[src/hw/rtl/gssw_pkg.sv]
// Package: shared types, codes and defaults of the grouped stream stall watchdog.
`default_nettype none

package gssw_pkg;

    localparam int unsigned STREAM_SLOTS_DEF = 16;
    localparam int unsigned GROUP_COUNT_DEF  = 8;
    localparam int unsigned TIME_BITS_DEF    = 40;
    localparam logic [31:0] TIMEOUT_RESET    = 32'd5000;

    typedef enum logic [1:0] {
        REQ_REGISTER   = 2'd0,
        REQ_UNREGISTER = 2'd1,
        REQ_ACTIVITY   = 2'd2,
        REQ_SCAN       = 2'd3
    } t_req_type;

    typedef enum logic {
        EVT_STREAM = 1'b0,
        EVT_GROUP  = 1'b1
    } t_evt_kind;

    typedef struct packed {
        t_req_type   req_type;
        logic [3:0]  stream_slot;
        logic [2:0]  group_id;
        logic [39:0] now_ms;
    } t_wd_req;

    typedef struct packed {
        t_evt_kind   evt_kind;
        logic [3:0]  stall_slot;
        logic [2:0]  stall_group;
        logic [39:0] idle_ms;
        logic        last_event;
    } t_wd_evt;

endpackage

`default_nettype wire

[src/hw/rtl/gssw_slot_mem.sv]
// Slot table memory: group and last-activity time per slot, registered read.
`default_nettype none

module gssw_slot_mem #(
    parameter int unsigned DEPTH  = gssw_pkg::STREAM_SLOTS_DEF,
    parameter int unsigned DATA_W = gssw_pkg::TIME_BITS_DEF + 3,
    localparam int unsigned ADDR_W = (DEPTH > 1) ? $clog2(DEPTH) : 1
) (
    input  wire logic              i_clk,
    input  wire logic              i_we,
    input  wire logic [ADDR_W-1:0] i_waddr,
    input  wire logic [DATA_W-1:0] i_wdata,
    input  wire logic              i_re,
    input  wire logic [ADDR_W-1:0] i_raddr,
    output logic      [DATA_W-1:0] o_rdata
);

    logic [DATA_W-1:0] mem [DEPTH];
    logic [DATA_W-1:0] r_rdata;

    always_ff @(posedge i_clk) begin
        if (i_we) begin
            mem[i_waddr] <= i_wdata;
        end
    end

    always_ff @(posedge i_clk) begin
        if (i_re) begin
            r_rdata <= mem[i_raddr];
        end
    end

    assign o_rdata = r_rdata;

endmodule

`default_nettype wire

[src/hw/rtl/grouped_stream_stall_watchdog.sv]
// Top level: grouped stream stall watchdog with slot table memory and scan sequencer.
// Register and unregister items are done in the idle state; activity on a registered slot is a RMW through S_ACT.
// A scan reads one slot memory entry per cycle, then checks one
// group per cycle. Events leave one per cycle; the last one shows in the first cycle busy is low.
// The receiver cannot stall: each event is shown for one cycle on o_result_strobe.
// Synchronous reset clears slot valid bits, fired latches and sets the timeout to 5000.
`default_nettype none

module grouped_stream_stall_watchdog #(
    parameter int unsigned STREAM_SLOTS = gssw_pkg::STREAM_SLOTS_DEF,
    parameter int unsigned GROUP_COUNT  = gssw_pkg::GROUP_COUNT_DEF,
    parameter int unsigned TIME_BITS    = gssw_pkg::TIME_BITS_DEF
) (
    input  wire logic             i_clk,
    input  wire logic             i_rst_n,
    input  wire logic             start,
    output logic                  busy,
    input  wire gssw_pkg::t_wd_req i_req,
    input  wire logic             i_cfg_we,
    input  wire logic [31:0]      i_cfg_wdata,
    output logic                  o_result_strobe,
    output gssw_pkg::t_wd_evt     o_evt
);

    import gssw_pkg::*;

    localparam int unsigned SLOT_W = (STREAM_SLOTS > 1) ? $clog2(STREAM_SLOTS) : 1;
    localparam int unsigned GRP_W  = (GROUP_COUNT > 1) ? $clog2(GROUP_COUNT) : 1;
    localparam int unsigned ENT_W  = GRP_W + TIME_BITS;

    typedef enum logic [5:0] {
        S_IDLE  = 6'b000001,
        S_ACT   = 6'b000010,
        S_SCAN  = 6'b000100,
        S_DRAIN = 6'b001000,
        S_GRP   = 6'b010000,
        S_FLUSH = 6'b100000
    } t_state;

    t_state                  r_state, n_state;
    logic [31:0]             r_timeout;
    logic [STREAM_SLOTS-1:0] r_valid;
    logic [GROUP_COUNT-1:0]  r_fired;
    logic [GROUP_COUNT-1:0]  r_member;
    logic [GROUP_COUNT-1:0]  r_all;
    logic [TIME_BITS-1:0]    r_now;
    logic [SLOT_W-1:0]       r_slot;
    logic [SLOT_W-1:0]       r_idx;
    logic [GRP_W-1:0]        r_g;
    logic                    r_rd_v;
    logic [SLOT_W-1:0]       r_rd_slot;
    logic                    r_pend_v;
    t_wd_evt                 r_pend;
    logic                    r_out_v;
    t_wd_evt                 r_out;

    logic                 accept;
    logic                 slot_ok;
    logic                 grp_ok;
    logic [SLOT_W-1:0]    in_slot;
    logic [GRP_W-1:0]     in_grp;
    logic [TIME_BITS-1:0] in_now;
    logic                 mem_we;
    logic [SLOT_W-1:0]    mem_waddr;
    logic [ENT_W-1:0]     mem_wdata;
    logic                 mem_re;
    logic [SLOT_W-1:0]    mem_raddr;
    logic [ENT_W-1:0]     mem_rdata;
    logic [TIME_BITS-1:0] rd_time;
    logic [GRP_W-1:0]     rd_grp;
    logic [TIME_BITS-1:0] elapsed;
    logic                 stalled;
    logic                 grp_fire;
    logic                 prod_v;
    t_wd_evt              prod_evt;
    t_wd_evt              flush_evt;

    assign busy    = (r_state != S_IDLE);
    assign accept  = start && !busy;
    assign slot_ok = (32'(i_req.stream_slot) < STREAM_SLOTS);
    assign grp_ok  = (32'(i_req.group_id) < GROUP_COUNT);
    assign in_slot = SLOT_W'(i_req.stream_slot);
    assign in_grp  = GRP_W'(i_req.group_id);
    assign in_now  = TIME_BITS'(i_req.now_ms);

    assign rd_time = mem_rdata[TIME_BITS-1:0];
    assign rd_grp  = mem_rdata[TIME_BITS +: GRP_W];
    assign elapsed = r_now - rd_time;
    assign stalled = (64'(elapsed) > 64'(r_timeout));

    always_comb begin
        mem_we    = 1'b0;
        mem_waddr = in_slot;
        mem_wdata = {in_grp, in_now};
        mem_re    = 1'b0;
        mem_raddr = in_slot;
        if (r_state == S_ACT) begin
            mem_we    = 1'b1;
            mem_waddr = r_slot;
            mem_wdata = {rd_grp, r_now};
        end else if (accept && i_req.req_type == REQ_REGISTER && slot_ok && grp_ok) begin
            mem_we = 1'b1;
        end
        if (r_state == S_SCAN) begin
            mem_re    = 1'b1;
            mem_raddr = r_idx;
        end else if (accept && i_req.req_type == REQ_ACTIVITY) begin
            mem_re = 1'b1;
        end
    end

    gssw_slot_mem #(
        .DEPTH  (STREAM_SLOTS),
        .DATA_W (ENT_W)
    ) u_slot_mem (
        .i_clk   (i_clk),
        .i_we    (mem_we),
        .i_waddr (mem_waddr),
        .i_wdata (mem_wdata),
        .i_re    (mem_re),
        .i_raddr (mem_raddr),
        .o_rdata (mem_rdata)
    );

    assign grp_fire = (r_state == S_GRP) && r_member[r_g] && r_all[r_g] && !r_fired[r_g];

    always_comb begin
        prod_v   = 1'b0;
        prod_evt = '{evt_kind: EVT_STREAM, stall_slot: 4'(r_rd_slot),
                     stall_group: 3'(rd_grp), idle_ms: 40'(elapsed), last_event: 1'b0};
        if (r_rd_v && stalled) begin
            prod_v = 1'b1;
        end else if (grp_fire) begin
            prod_v   = 1'b1;
            prod_evt = '{evt_kind: EVT_GROUP, stall_slot: 4'd0,
                         stall_group: 3'(r_g), idle_ms: 40'd0, last_event: 1'b0};
        end
    end

    always_comb begin
        flush_evt            = r_pend;
        flush_evt.last_event = 1'b1;
    end

    always_comb begin
        n_state = r_state;
        unique case (r_state)
            S_IDLE: begin
                if (accept && i_req.req_type == REQ_SCAN) begin
                    n_state = S_SCAN;
                end else if (accept && i_req.req_type == REQ_ACTIVITY && slot_ok
                             && r_valid[in_slot]) begin
                    n_state = S_ACT;
                end
            end
            S_ACT:   n_state = S_IDLE;
            S_SCAN: begin
                if (r_idx == SLOT_W'(STREAM_SLOTS - 1)) begin
                    n_state = S_DRAIN;
                end
            end
            S_DRAIN: n_state = S_GRP;
            S_GRP: begin
                if (r_g == GRP_W'(GROUP_COUNT - 1)) begin
                    n_state = S_FLUSH;
                end
            end
            S_FLUSH: n_state = S_IDLE;
            default: n_state = S_IDLE;
        endcase
    end

    always_ff @(posedge i_clk) begin
        if (!i_rst_n) begin
            r_state   <= S_IDLE;
            r_timeout <= TIMEOUT_RESET;
            r_valid   <= '0;
            r_fired   <= '0;
            r_rd_v    <= 1'b0;
            r_pend_v  <= 1'b0;
            r_out_v   <= 1'b0;
        end else begin
            r_state <= n_state;
            if (i_cfg_we) begin
                r_timeout <= i_cfg_wdata;
            end
            if (accept && slot_ok) begin
                if (i_req.req_type == REQ_REGISTER && grp_ok) begin
                    r_valid[in_slot] <= 1'b1;
                end else if (i_req.req_type == REQ_UNREGISTER) begin
                    r_valid[in_slot] <= 1'b0;
                end
            end
            if (r_state == S_ACT) begin
                r_fired[rd_grp] <= 1'b0;
            end
            if (grp_fire) begin
                r_fired[r_g] <= 1'b1;
            end
            r_rd_v  <= (r_state == S_SCAN) && r_valid[r_idx];
            r_out_v <= 1'b0;
            if (prod_v) begin
                r_pend_v <= 1'b1;
                if (r_pend_v) begin
                    r_out_v <= 1'b1;
                end
            end else if (r_state == S_FLUSH && r_pend_v) begin
                r_pend_v <= 1'b0;
                r_out_v  <= 1'b1;
            end
        end
    end

    always_ff @(posedge i_clk) begin
        if (accept) begin
            r_now  <= in_now;
            r_slot <= in_slot;
        end
        if (accept && i_req.req_type == REQ_SCAN) begin
            r_member <= '0;
            r_all    <= '1;
            r_idx    <= '0;
        end else if (r_state == S_SCAN) begin
            r_idx <= r_idx + SLOT_W'(1);
        end
        r_rd_slot <= r_idx;
        if (r_rd_v) begin
            r_member[rd_grp] <= 1'b1;
            if (!stalled) begin
                r_all[rd_grp] <= 1'b0;
            end
        end
        if (r_state == S_DRAIN) begin
            r_g <= '0;
        end else if (r_state == S_GRP) begin
            r_g <= r_g + GRP_W'(1);
        end
        if (prod_v) begin
            r_pend <= prod_evt;
            r_out  <= r_pend;
        end else if (r_state == S_FLUSH) begin
            r_out <= flush_evt;
        end
    end

    assign o_result_strobe = r_out_v;
    assign o_evt           = r_out;

    a_strobe_after_work: assert property (@(posedge i_clk) disable iff (!i_rst_n)
        o_result_strobe |-> ($past(r_state) == S_SCAN || $past(r_state) == S_DRAIN
                             || $past(r_state) == S_GRP || $past(r_state) == S_FLUSH))
        else $error("event strobe without a scan in progress");

    a_quiet_after_update: assert property (@(posedge i_clk) disable iff (!i_rst_n)
        (accept && i_req.req_type != REQ_SCAN) |=> !o_result_strobe)
        else $error("event after a non-scan item");

    a_last_ends_scan: assert property (@(posedge i_clk) disable iff (!i_rst_n)
        (o_result_strobe && o_evt.last_event) |-> (r_state == S_IDLE && !r_pend_v))
        else $error("last event while scan still running");

    a_flush_empties: assert property (@(posedge i_clk) disable iff (!i_rst_n)
        (r_state == S_FLUSH) |=> !r_pend_v)
        else $error("pending event left after scan");

endmodule

`default_nettype wire
[config.mk]
export PLATFORM = sky130hd
export DESIGN_NAME = grouped_stream_stall_watchdog
export DESIGN_NICKNAME = d
export VERILOG_FILES = /design/src/hw/rtl/gssw_pkg.sv /design/src/hw/rtl/gssw_slot_mem.sv /design/src/hw/rtl/grouped_stream_stall_watchdog.sv
export SDC_FILE = /design/constraint.sdc
export NUM_CORES = 1
export LEC_CHECK = 0
export ABC_AREA = 0
export BUFFER_PORTS_ARGS = -buffer_cell sky130_fd_sc_hd__clkbuf_2
export CORE_AREA = 5 5 293 295
export CTS_CLUSTER_SIZE = 14
export DETAILED_ROUTE_END_ITERATION = 10
export DIE_AREA = 0 0 298 300
export GPL_TIMING_DRIVEN = 1
export PLACE_DENSITY = 0.67
export SYNTH_ARGS = -nofsm -noshare
export SYNTH_HDL_FRONTEND = slang
export SYNTH_SLANG_ARGS = --single-unit
[constraint.sdc]
create_clock -name i_clk -period 16.9 [get_ports i_clk]
set_input_delay 3.38 -clock i_clk [delete_from_list [all_inputs] [get_ports i_clk]]
set_output_delay 3.38 -clock i_clk [all_outputs]
set_load 0.01 [all_outputs]
Word level (Yosys, flattened, before mapping). Memory sizes are Yosys's and may differ from the RTL's. A register that Yosys moved wholly into a read port is not among the register bits. Cells that the tools add are included.

Add/subtract/negate cells: 3. $lt $le $gt $ge: 8. Equality and inequality tests: 15. Multiplexer cells: 51. Bitwise logic cells: 8. Reduce and logical (&&, ||, !) cells: 22.

Operator list (number): 49-bit two-way mux (3); 8-bit two-way mux (8); 48-bit two-way mux (1); 43-bit two-way mux (1); 40-bit by 32-bit greater-than comparator with 1-bit output (1); 40-bit subtractor (1); 16-bit two-way mux (2); 6-bit two-way mux (4); 6-bit case mux with 4 select lines (1); 1-bit two-way mux (21); 16-bit bitwise AND (1); 8-bit bitwise AND (2); 16-bit inverter (1); 16-bit OR (1); 8-bit OR (2); 1-bit logical AND (14); 4-bit by 5-bit < comparator with 1-bit output (second input constant) (2); 1-bit binary-select mux with 3-bit select (3); 1-bit binary-select mux with 4-bit select (2); 3-bit by 4-bit < comparator with 1-bit output (second input constant) (2); 4-bit two-way mux (2); 8-bit inverter (1); 1-bit demux with 3-bit select (2); 6-bit by 1-bit equality test with 1-bit output (second input constant) (1); 22 further kinds (28).

Flip-flop bits (word level): 234. Bits in writable memories: 688. Input port bits: 85. Output and inout port bits: 51. Logic and storage cells: 132. Memories kept: 1.

Memories: u_slot_mem.mem (words 16, bits a word 43, read ports 1, clocked after memory_dff 1, wr ports 1, line gssw_slot_mem.sv:18) `logic [DATA_W-1:0] mem [DEPTH];`.

Logic depth before layout (Yosys ltp). Gate-level depths: netlist of the first run.

Depth after elaboration: 10. Gate-level depth with buffers: 23. Depth with buffers taken out: 21.

Hierarchy. Synthesis of the first run repeated with hierarchy kept, for this count alone.

Cell total of the unflattened synthesis: 2430. Area, all modules: 39796.9 um^2.

By module, submodules not included: gssw_slot_mem (instances 1, cells an instance 1116, area each 27069.7 um^2, sequential area each 21951.1 um^2); grouped_stream_stall_watchdog (instances 1, cells an instance 1314, area each 12727.2 um^2, sequential area each 6075.8 um^2).

Least setup slack after synthesis of the first run. OpenSTA, ideal clock, no wires.

Path kind: input-to-reg. From: input port start. To: register u_slot_mem.r_rdata[0] (netlist: u_slot_mem.o_rdata[0]), read port of u_slot_mem.mem, enable pin. Library setup time: 0.503 ns. Arrival: 7.588 ns. Data required time: 16.397 ns. Setup slack: 8.809 ns. Stages on the path: 4. Buffers on the path: 0. Cells stage by stage: nand2_1 -> inv_1 -> nand2_1 -> o21ai_0.

Word-level cells in the longest chain between the ends: 4.

Ends and longest elaborated chain: start, declared (line grouped_stream_stall_watchdog.sv:16) `input wire logic start,`; 1-bit logical AND (line grouped_stream_stall_watchdog.sv:79) `assign accept = start && !busy;`; net accept (line grouped_stream_stall_watchdog.sv:57) `logic accept;`; 1-bit logical AND (line grouped_stream_stall_watchdog.sv:107) `end else if (accept && i_req.req_type == REQ_ACTIVITY) begin`; 1-bit two-way mux (line grouped_stream_stall_watchdog.sv:107); 1-bit two-way mux (line grouped_stream_stall_watchdog.sv:104) `if (r_state == S_SCAN) begin`; net mem_re (line grouped_stream_stall_watchdog.sv:66) `logic mem_re;`; end, declared (line gssw_slot_mem.sv:19) `logic [DATA_W-1:0] r_rdata;`.

The timed path passes the listed nets, and every way through them passes these cells. A chain may end at the register's enable or synchronous reset.

Final worst setup path of the first run.
From: register r_now[4]. To: register r_out, in the netlist o_evt[5], enable pin.

Word-level cells in the longest chain between the ends: 5.

Ends and longest elaborated chain: start, declared (line grouped_stream_stall_watchdog.sv:46) `logic [TIME_BITS-1:0] r_now;`; start signal, assigned (line grouped_stream_stall_watchdog.sv:216) `r_now <= in_now;`; 40-bit subtractor (line grouped_stream_stall_watchdog.sv:88) `assign elapsed = r_now - rd_time;`; 40-bit by 32-bit greater-than comparator with 1-bit output (line grouped_stream_stall_watchdog.sv:89) `assign stalled = (64'(elapsed) > 64'(r_timeout));`; 1-bit logical AND (line grouped_stream_stall_watchdog.sv:131) `if (r_rd_v && stalled) begin`; 1-bit two-way mux (line grouped_stream_stall_watchdog.sv:131); 2-bit nonzero test (no source line); end signal, assigned (line grouped_stream_stall_watchdog.sv:240) `r_out <= r_pend;`; end signal, assigned (line grouped_stream_stall_watchdog.sv:242) `r_out <= flush_evt;`; end, declared (line grouped_stream_stall_watchdog.sv:55) `t_wd_evt r_out;`.

No other way between the ends.

==> results.yml, run 1 <==
min_path:
  hold_depth: 0
  hold_class: "reg -> reg"
  hold_start: "flush_evt[15]"
synth:
  ys_types: 80
  yosysSeqAreaShare_pct: 68.1
  synthFlopType: "edfxtp_1"
  synth_area_leaders: "edfxtp_1 64%, nand2_1 5.2%, dfxtp_1 4.5%"
  yosys_warnings: 0
  syn_nets: 3390
  synth_area_um2: 41200
  ys_ff_latch: 964
  async_flop_share_pct: 0
  synth_enable_flop_cells: 872
  yosys-top-cells-count: "872 x edfxtp_1, 575 x nand2_1, 221 x a211oi_1, 177 x a21oi_1, 160 x clkbuf_1"
  yosysMostFrequentCell: "edfxtp_1"
  netlist_instances: 3230
  avgSynthCellArea_um2: 12.7
  synth_top_cell_by_area: "edfxtp_1"
  synth_top_area_share_pct: 63.6
grt:
  grt_max_degree: 195
  grt_pass1_wl_um: 160000
  antenna_found_initial: 1
  grtUsageTotal_pct: 23.2
  grt_pass1_vias: 25999
  grt_overflow: 0
critical_path:
  worstReg2RegStart: "r_now[4]"
  crit_buf_inv: 0
  worstSetupStartpoint: "r_now[4]"
  path_cells: "ha_1 > o211ai_1 > a21oi_1 > o21ai_0 > o21ba_2 > o41ai_1 > a21oi_1 > nor3_1 > o21a_1 > nor2_1 > ha_1 > nand3_1 > o221ai_1 > a221oi_1 > o21ai_0 > a2111oi_0 > a21o_1 > o2111ai_2 > o31ai_4 > nand2_2"
  cp.required_ns: 17.04
  cp.depth: 20
  arrival_ns: 7.41
  critPathMaxFanout: 49
  rrSetupSlack_ns: 9.64
  cpMaxStageDelayCell: "o31ai_4"
  r2r_cells: 20
  startpoint_type: "flop"
  max_stage_delay_ns: 0.91
  path_delay_family: "compound AO/OA/AOI/OAI gates"
  end_kind: "flop"
  critPathKind: "reg -> reg"
clock_tree:
  htree_levels: 3
  clock_path_buffers: 3
  cts_hold_buf: 0
  numCtsBuffers: 97
  cts_resized: 0
  root_buffer: "clkbuf_16"
  cts_tree: "done"
  clock_latency_ns: 0.66
  cts.reportedPaths.clkPinSlew_ns: 0.06
  post_cts_buffers: 0
  cts_sinks: 964
floorplan:
  pin_count: 136
  die_area_um2: 89400
  core_um2: 82900
  die_h_um: 300
  start_util_pct: 49.6
  rows: 106
  die_x_um: 298
routing:
  vias_per_cell: 6.05
  drc: 0
  vias: 26971
  wirelength_um: 106000
  drtAntennaViolNets: 0
  drtIter0Drc: 2629
  wl_per_cell_um: 23.9
  first_pass_iters: 6
sta:
  finalHoldViolCount: 0
  drv_slew: 0
  max_freq_mhz: 138
  worstMarginPinSlew_ns: 1.20
  period_minus_slack_ns: 7.26
  rsz0062_at_grt: "no"
  finalSetupViolations: 0
  finClkSkew_ns: 0.0212
  tns_ns: 0
  max_slew_margin_pct: 19.9
  period_share_pct: 43.0
final_layout:
  final_nets: 3453
  fill_cells: 6644
  area_delta_synth_final_pct: 11.9
  finalNonFillerCells: 4458
  drive_above_1_share_pct: 11.0
pwr:
  p_per_area_nw_per_um2: 121
  cellLeakagePower_nw: 15.8
  ir_worst_vdd_mv: 0.0907
place:
  port_buffers: 135
  place.gp.congestion: 0.883
  dpl.hpwl_um: 59300
  dp_cells: 4274
job:
  cap_violations: 0
status:
  status: "finished, final reports clean"
[stage by stage]
stage	power [mW]	hold WS (ns)	area [um2]	setup WS, ns	util (%)
after floorplan	3.21	0.329	41200	8.81	-
after global placement	3.42	0.401	42800	9.98	51.7
after detailed placement	3.44	0.405	42800	9.72	51.7
after CTS	5.58	0.412	46000	9.68	55.5
after global routing	5.77	0.421	46000	9.00	55.5
final	5.55	0.413	46000	9.64	55.5
[path summary, 6_finish.rpt]
kind | end
worst min register to register | o_evt[15]
worst max register to register | o_evt[5]
worst min-delay path | o_evt[15]
worst max-delay path | o_evt[5]
[placed cells by master (no fill, tap or decap), drive strengths merged, types with 11 or more instances in the layout]
cell	instances
mux4	11
a21oi	178
ha	74
nand2b	12
xnor2	22
a21boi	25
o211ai	14
nand3	20
o21ai	57
nor2b	18
buf	34
mux2i	42
xor2	14
clkbuf	254
a21o	20
and3	13
edfxtp	872
clkinv	44
a31oi	97
dfxtp	92
nand2	575
nor3	24
a211oi	222
nand4	23
a311oi	87
and2	174
nor2	137
inv	103
[layout make-up]
class | count | area [um2] | area share (%)
clock inverter | 64 | 629 | 1.37
timing repair buffer | 169 | 968 | 2.10
antenna | 1 | 2.50 | 0.00544
sequential | 964 | 28000 | 60.9
multi-input combinational | 1963 | 12100 | 26.3
tap | 1080 | 1350 | 2.94
clock buffer | 119 | 2580 | 5.61
inverter | 98 | 368 | 0.799
[report_power, final]
part / leakage, nW / internal [mW] / switching (mW)
clock: 1.57 / 1.25 / 0.905
sequential: 8.63 / 2.69 / 0.0317
combinational: 5.64 / 0.218 / 0.464
total: 15.8 / 4.15 / 1.40
[flip-flops by register name, indices dropped and copies added, names as in the netlist, 3 cells and up, named ones only]
| signal | count |
|---|---|
| r_timeout | 32 |
| r_rd_slot | 4 |
| r_state | 6 |
| o_evt | 49 |
| r_now | 40 |
| u_slot_mem.o_rdata | 43 |
| r_fired | 8 |
| r_slot | 4 |
| r_g | 3 |
| r_all | 8 |
| r_member | 8 |
| flush_evt | 48 |
| u_slot_mem.mem | 688 |
| r_idx | 4 |
[per-layer routing]
layer	global-route usage (%)	wire, um
met1	31.9	44200
met3	3.42	7720
met4	8.27	3540
met2	38.1	50900
met5	0	0
[logic make-up (layout without fill, tap and decap cells)]
family | after synthesis | after routing | synth area share (%)
fa+ha+maj | 75 | 75 | 2.30
mux | 55 | 55 | 1.68
other cells | 0 | 1 | 0
buf+inv | 303 | 450 | 2.95
flops | 964 | 964 | 68.1
simple gates | 1031 | 1031 | 11.3
compound gates | 766 | 766 | 12.8
xor+xnor | 36 | 36 | 0.784
Note: power is estimated with default switching activity, not from simulation.
==> run 2: changes to the inputs <==
- ABC_AREA: 0 -> 1
- CORE_AREA: 5 5 293 295 -> 5 5 291 293
- DIE_AREA: 0 0 298 300 -> 0 0 296 298
- clock period: 16.9 -> 6.7 ns (I/O delays scaled with it)
==> run 2 against run 1 <==
Net effect: sequential cell count did not move; cell count rose by 4.9%; core utilization rose by 0.27 points; via count rose by 0.90%; sequential power rose to 2.6 times the previous value; cell area fell by 1.1%; die area fell by 1.3%.
==> results.yml, run 2 <==
critical_path:
  crit_buf_inv: 2
  critPathKind: "reg -> reg"
  r2r_cells: 23
  max_stage_delay_ns: 0.96
  path_delay_family: "simple AND/OR/NAND/NOR gates"
  rrSetupSlack_ns: 1.78
  critPathMaxFanout: 45
  end_kind: "flop"
  arrival_ns: 5.25
  rr_endpoint: "flush_evt[1]"
  worst_path_most_repeated_cell: "nand2_1"
  cp.required_ns: 7.03
  path_cells: "ha_1 > nand2_1 > nor2_1 > nand2_1 > clkinv_1 > nand4_1 > nand3_2 > nand3_1 > nand2_1 > xnor2_1 > inv_1 > ha_1 > a21oi_1 > o21a_1 > o21ai_0 > nor3_1 > nand2_1 > nand2_1 > nand3_1 > nor2_2 > nand2_4 > a21oi_4 > nor2_1"
  worstReg2RegStart: "r_now[16]"
  startpoint_type: "flop"
  cpMaxStageDelayCell: "a21oi_4"
grt:
  grtUsageTotal_pct: 23.2
  use_met3_pct: 4.23
  grt_max_degree: 190
  grt_overflow: 0
  grt_pass1_vias: 25753
  antenna_found_initial: 9
  grt_pass1_wl_um: 156000
  met1_usage_pct: 32.6
  use_met2_pct: 37.0
  grt.busiest_layer: "met2"
pwr:
  combPwrFrac_pct: 17.4
  power_mw: 14.7
  p_switching_mw: 4.08
  p_per_area_nw_per_um2: 324
  switching_share_pct: 27.7
  ir_worst_vdd_mv: 0.190
  pwr-share-seq_pct: 47.7
  clkPwrFrac_pct: 34.9
  cellLeakagePower_nw: 16.1
  p_int_mw: 10.7
routing:
  wl_per_cell_um: 22.5
  wirelength_um: 105000
  drtIter0Drc: 2749
  vias_per_cell: 5.82
  vias: 27214
  drc: 0
  drtAntennaViolNets: 0
  first_pass_iters: 5
clock_tree:
  cts_sinks: 964
  root_buffer: "clkbuf_16"
  post_cts_buffers: 0
  clock_path_buffers: 3
  htree_levels: 3
  cts_tree: "done"
  clock_latency_ns: 0.67
  cts_resized: 0
  numCtsBuffers: 92
  cts.reportedPaths.clkPinSlew_ns: 0.07
  cts_hold_buf: 0
floorplan:
  rows: 105
  core_um2: 81600
  start_util_pct: 49.8
  die_x_um: 296
  die_h_um: 298
  pin_count: 136
  die_area_um2: 88200
synth:
  synth_compound_area_share_pct: 12.9
  yosys_warnings: 0
  yosysSeqAreaShare_pct: 69.0
  synthFlopType: "edfxtp_1"
  synth_area_leaders: "edfxtp_1 65%, o21ai_0 5.8%, nor2_1 4.7%"
  ys_ff_latch: 964
  netlist_instances: 3418
  yosys.area_share.simple_pct: 9.63
  async_flop_share_pct: 0
  synth_mux_area_share_pct: 1.05
  syn_nets: 3578
  yosys-top-cells-count: "872 x edfxtp_1, 510 x nor2_1, 471 x o21ai_0, 337 x nand2_1, 270 x inv_1"
  synth_top_area_share_pct: 64.5
  synth_enable_flop_cells: 872
  synth_top_family_by_area: "compound AO/OA/AOI/OAI gates"
  synthAdderAreaFrac_pct: 2.33
  avgSynthCellArea_um2: 11.9
  synth_area_um2: 40600
  synth_xor_area_share_pct: 0.690
  ys_types: 47
  yosysMostFrequentCell: "edfxtp_1"
  synth_top_cell_by_area: "edfxtp_1"
place:
  dp_cells: 4501
  port_buffers: 135
  place.gp.congestion: 0.911
  dpl.hpwl_um: 60600
final_layout:
  fill_cells: 6664
  finalNonFillerCells: 4677
  post-route-util_pct: 55.8
  drive_above_1_share_pct: 12.0
  max_flop_register: "u_slot_mem.mem"
  area_delta_synth_final_pct: 12.2
  layout_common_cells: "872 x edfxtp_1, 494 x nor2_1, 470 x o21ai_0"
  final_common_cell: "edfxtp_1"
  largest_reg_flops: 688
  final_nets: 3685
sta:
  max_slew_margin_pct: 18.8
  period_share_pct: 73.4
  drv_slew: 0
  worstMarginPinSlew_ns: 1.22
  finClkSkew_ns: 0.0383
  finalHoldViolCount: 0
  period_minus_slack_ns: 4.92
  tns_ns: 0
  rsz0062_at_grt: "no"
  finalSetupViolations: 0
  max_freq_mhz: 203
min_path:
  min_to: "r_rd_slot[3]"
  hold_depth: 0
  hold_class: "reg -> reg"
  hold_start: "r_idx[3]"
job:
  cap_violations: 0
status:
  status: "finished, final reports clean"
## run 2: cells by family (layout without fill, tap and decap cells)
logic type,Yosys count,count (layout)
AND/OR/NAND/NOR,971,971
flip-flops,964,964
AO/OA/AOI/OAI,887,887
buffers and inverters,451,630
adder cells (fa/ha/maj),75,75
multiplexers,38,38
XOR/XNOR,32,32
other,0,10
## run 2: metrics by stage
step                hold slack (ns)  instance area, um2  setup slack, ns
finish                        0.376               45500             1.78
CTS                           0.373               45500             1.82
global placement              0.363               42500             1.90
global route                  0.384               45500             1.39
detailed placement            0.364               42500             1.87
floorplan                     0.352               40600             1.73
## run 2: how the worst max path moves through the flow
stage / startpoint / slack, ns / depth (start not counted) / endpoint
final: r_now[16] / 1.78 / 23 / flush_evt[1]
after floorplan: start / 1.73 / 6 / u_slot_mem.mem[0][0]
after CTS: r_now[16] / 1.82 / 23 / flush_evt[1]
after global placement: r_now[16] / 1.90 / 24 / o_evt[0]
after detailed placement: u_slot_mem.o_rdata[0] / 1.87 / 25 / flush_evt[48]
after global routing: r_now[16] / 1.39 / 23 / flush_evt[1]
## run 2: area by class of cell
| cell class | instances | area, um2 | area share (%) |
|---|---|---|---|
| well taps | 1070 | 1340 | 2.94 |
| clock inverters | 49 | 524 | 1.15 |
| repair buffers | 184 | 1110 | 2.43 |
| diodes | 10 | 25.0 | 0.0550 |
| multi-input cells | 2003 | 11000 | 24.1 |
| flip-flops and latches | 964 | 28000 | 61.6 |
| inverters | 280 | 1060 | 2.34 |
| clock buffers | 117 | 2460 | 5.41 |
## run 2: per-layer routing
metal	part of all wire (%)	vias to the layer above	wire, um
met1	42	13251	43700
met4	2.7	2	2800
li1	-	12550	-
met2	47	1223	49400
met3	8.7	188	9140
met5	0.012	-	13
## run 2: power groups by stage
| stage | Sequential, mW | Combinational [mW] | Clock, mW |
|---|---|---|---|
| after floorplan | 7.10 | 1.77 | 0 |
| after global placement | 7.14 | 2.49 | 0 |
| after detailed placement | 7.15 | 2.52 | 0 |
| after CTS | 7.02 | 2.55 | 5.21 |
| after global routing | 7.03 | 2.87 | 5.47 |
| final | 7.02 | 2.57 | 5.14 |
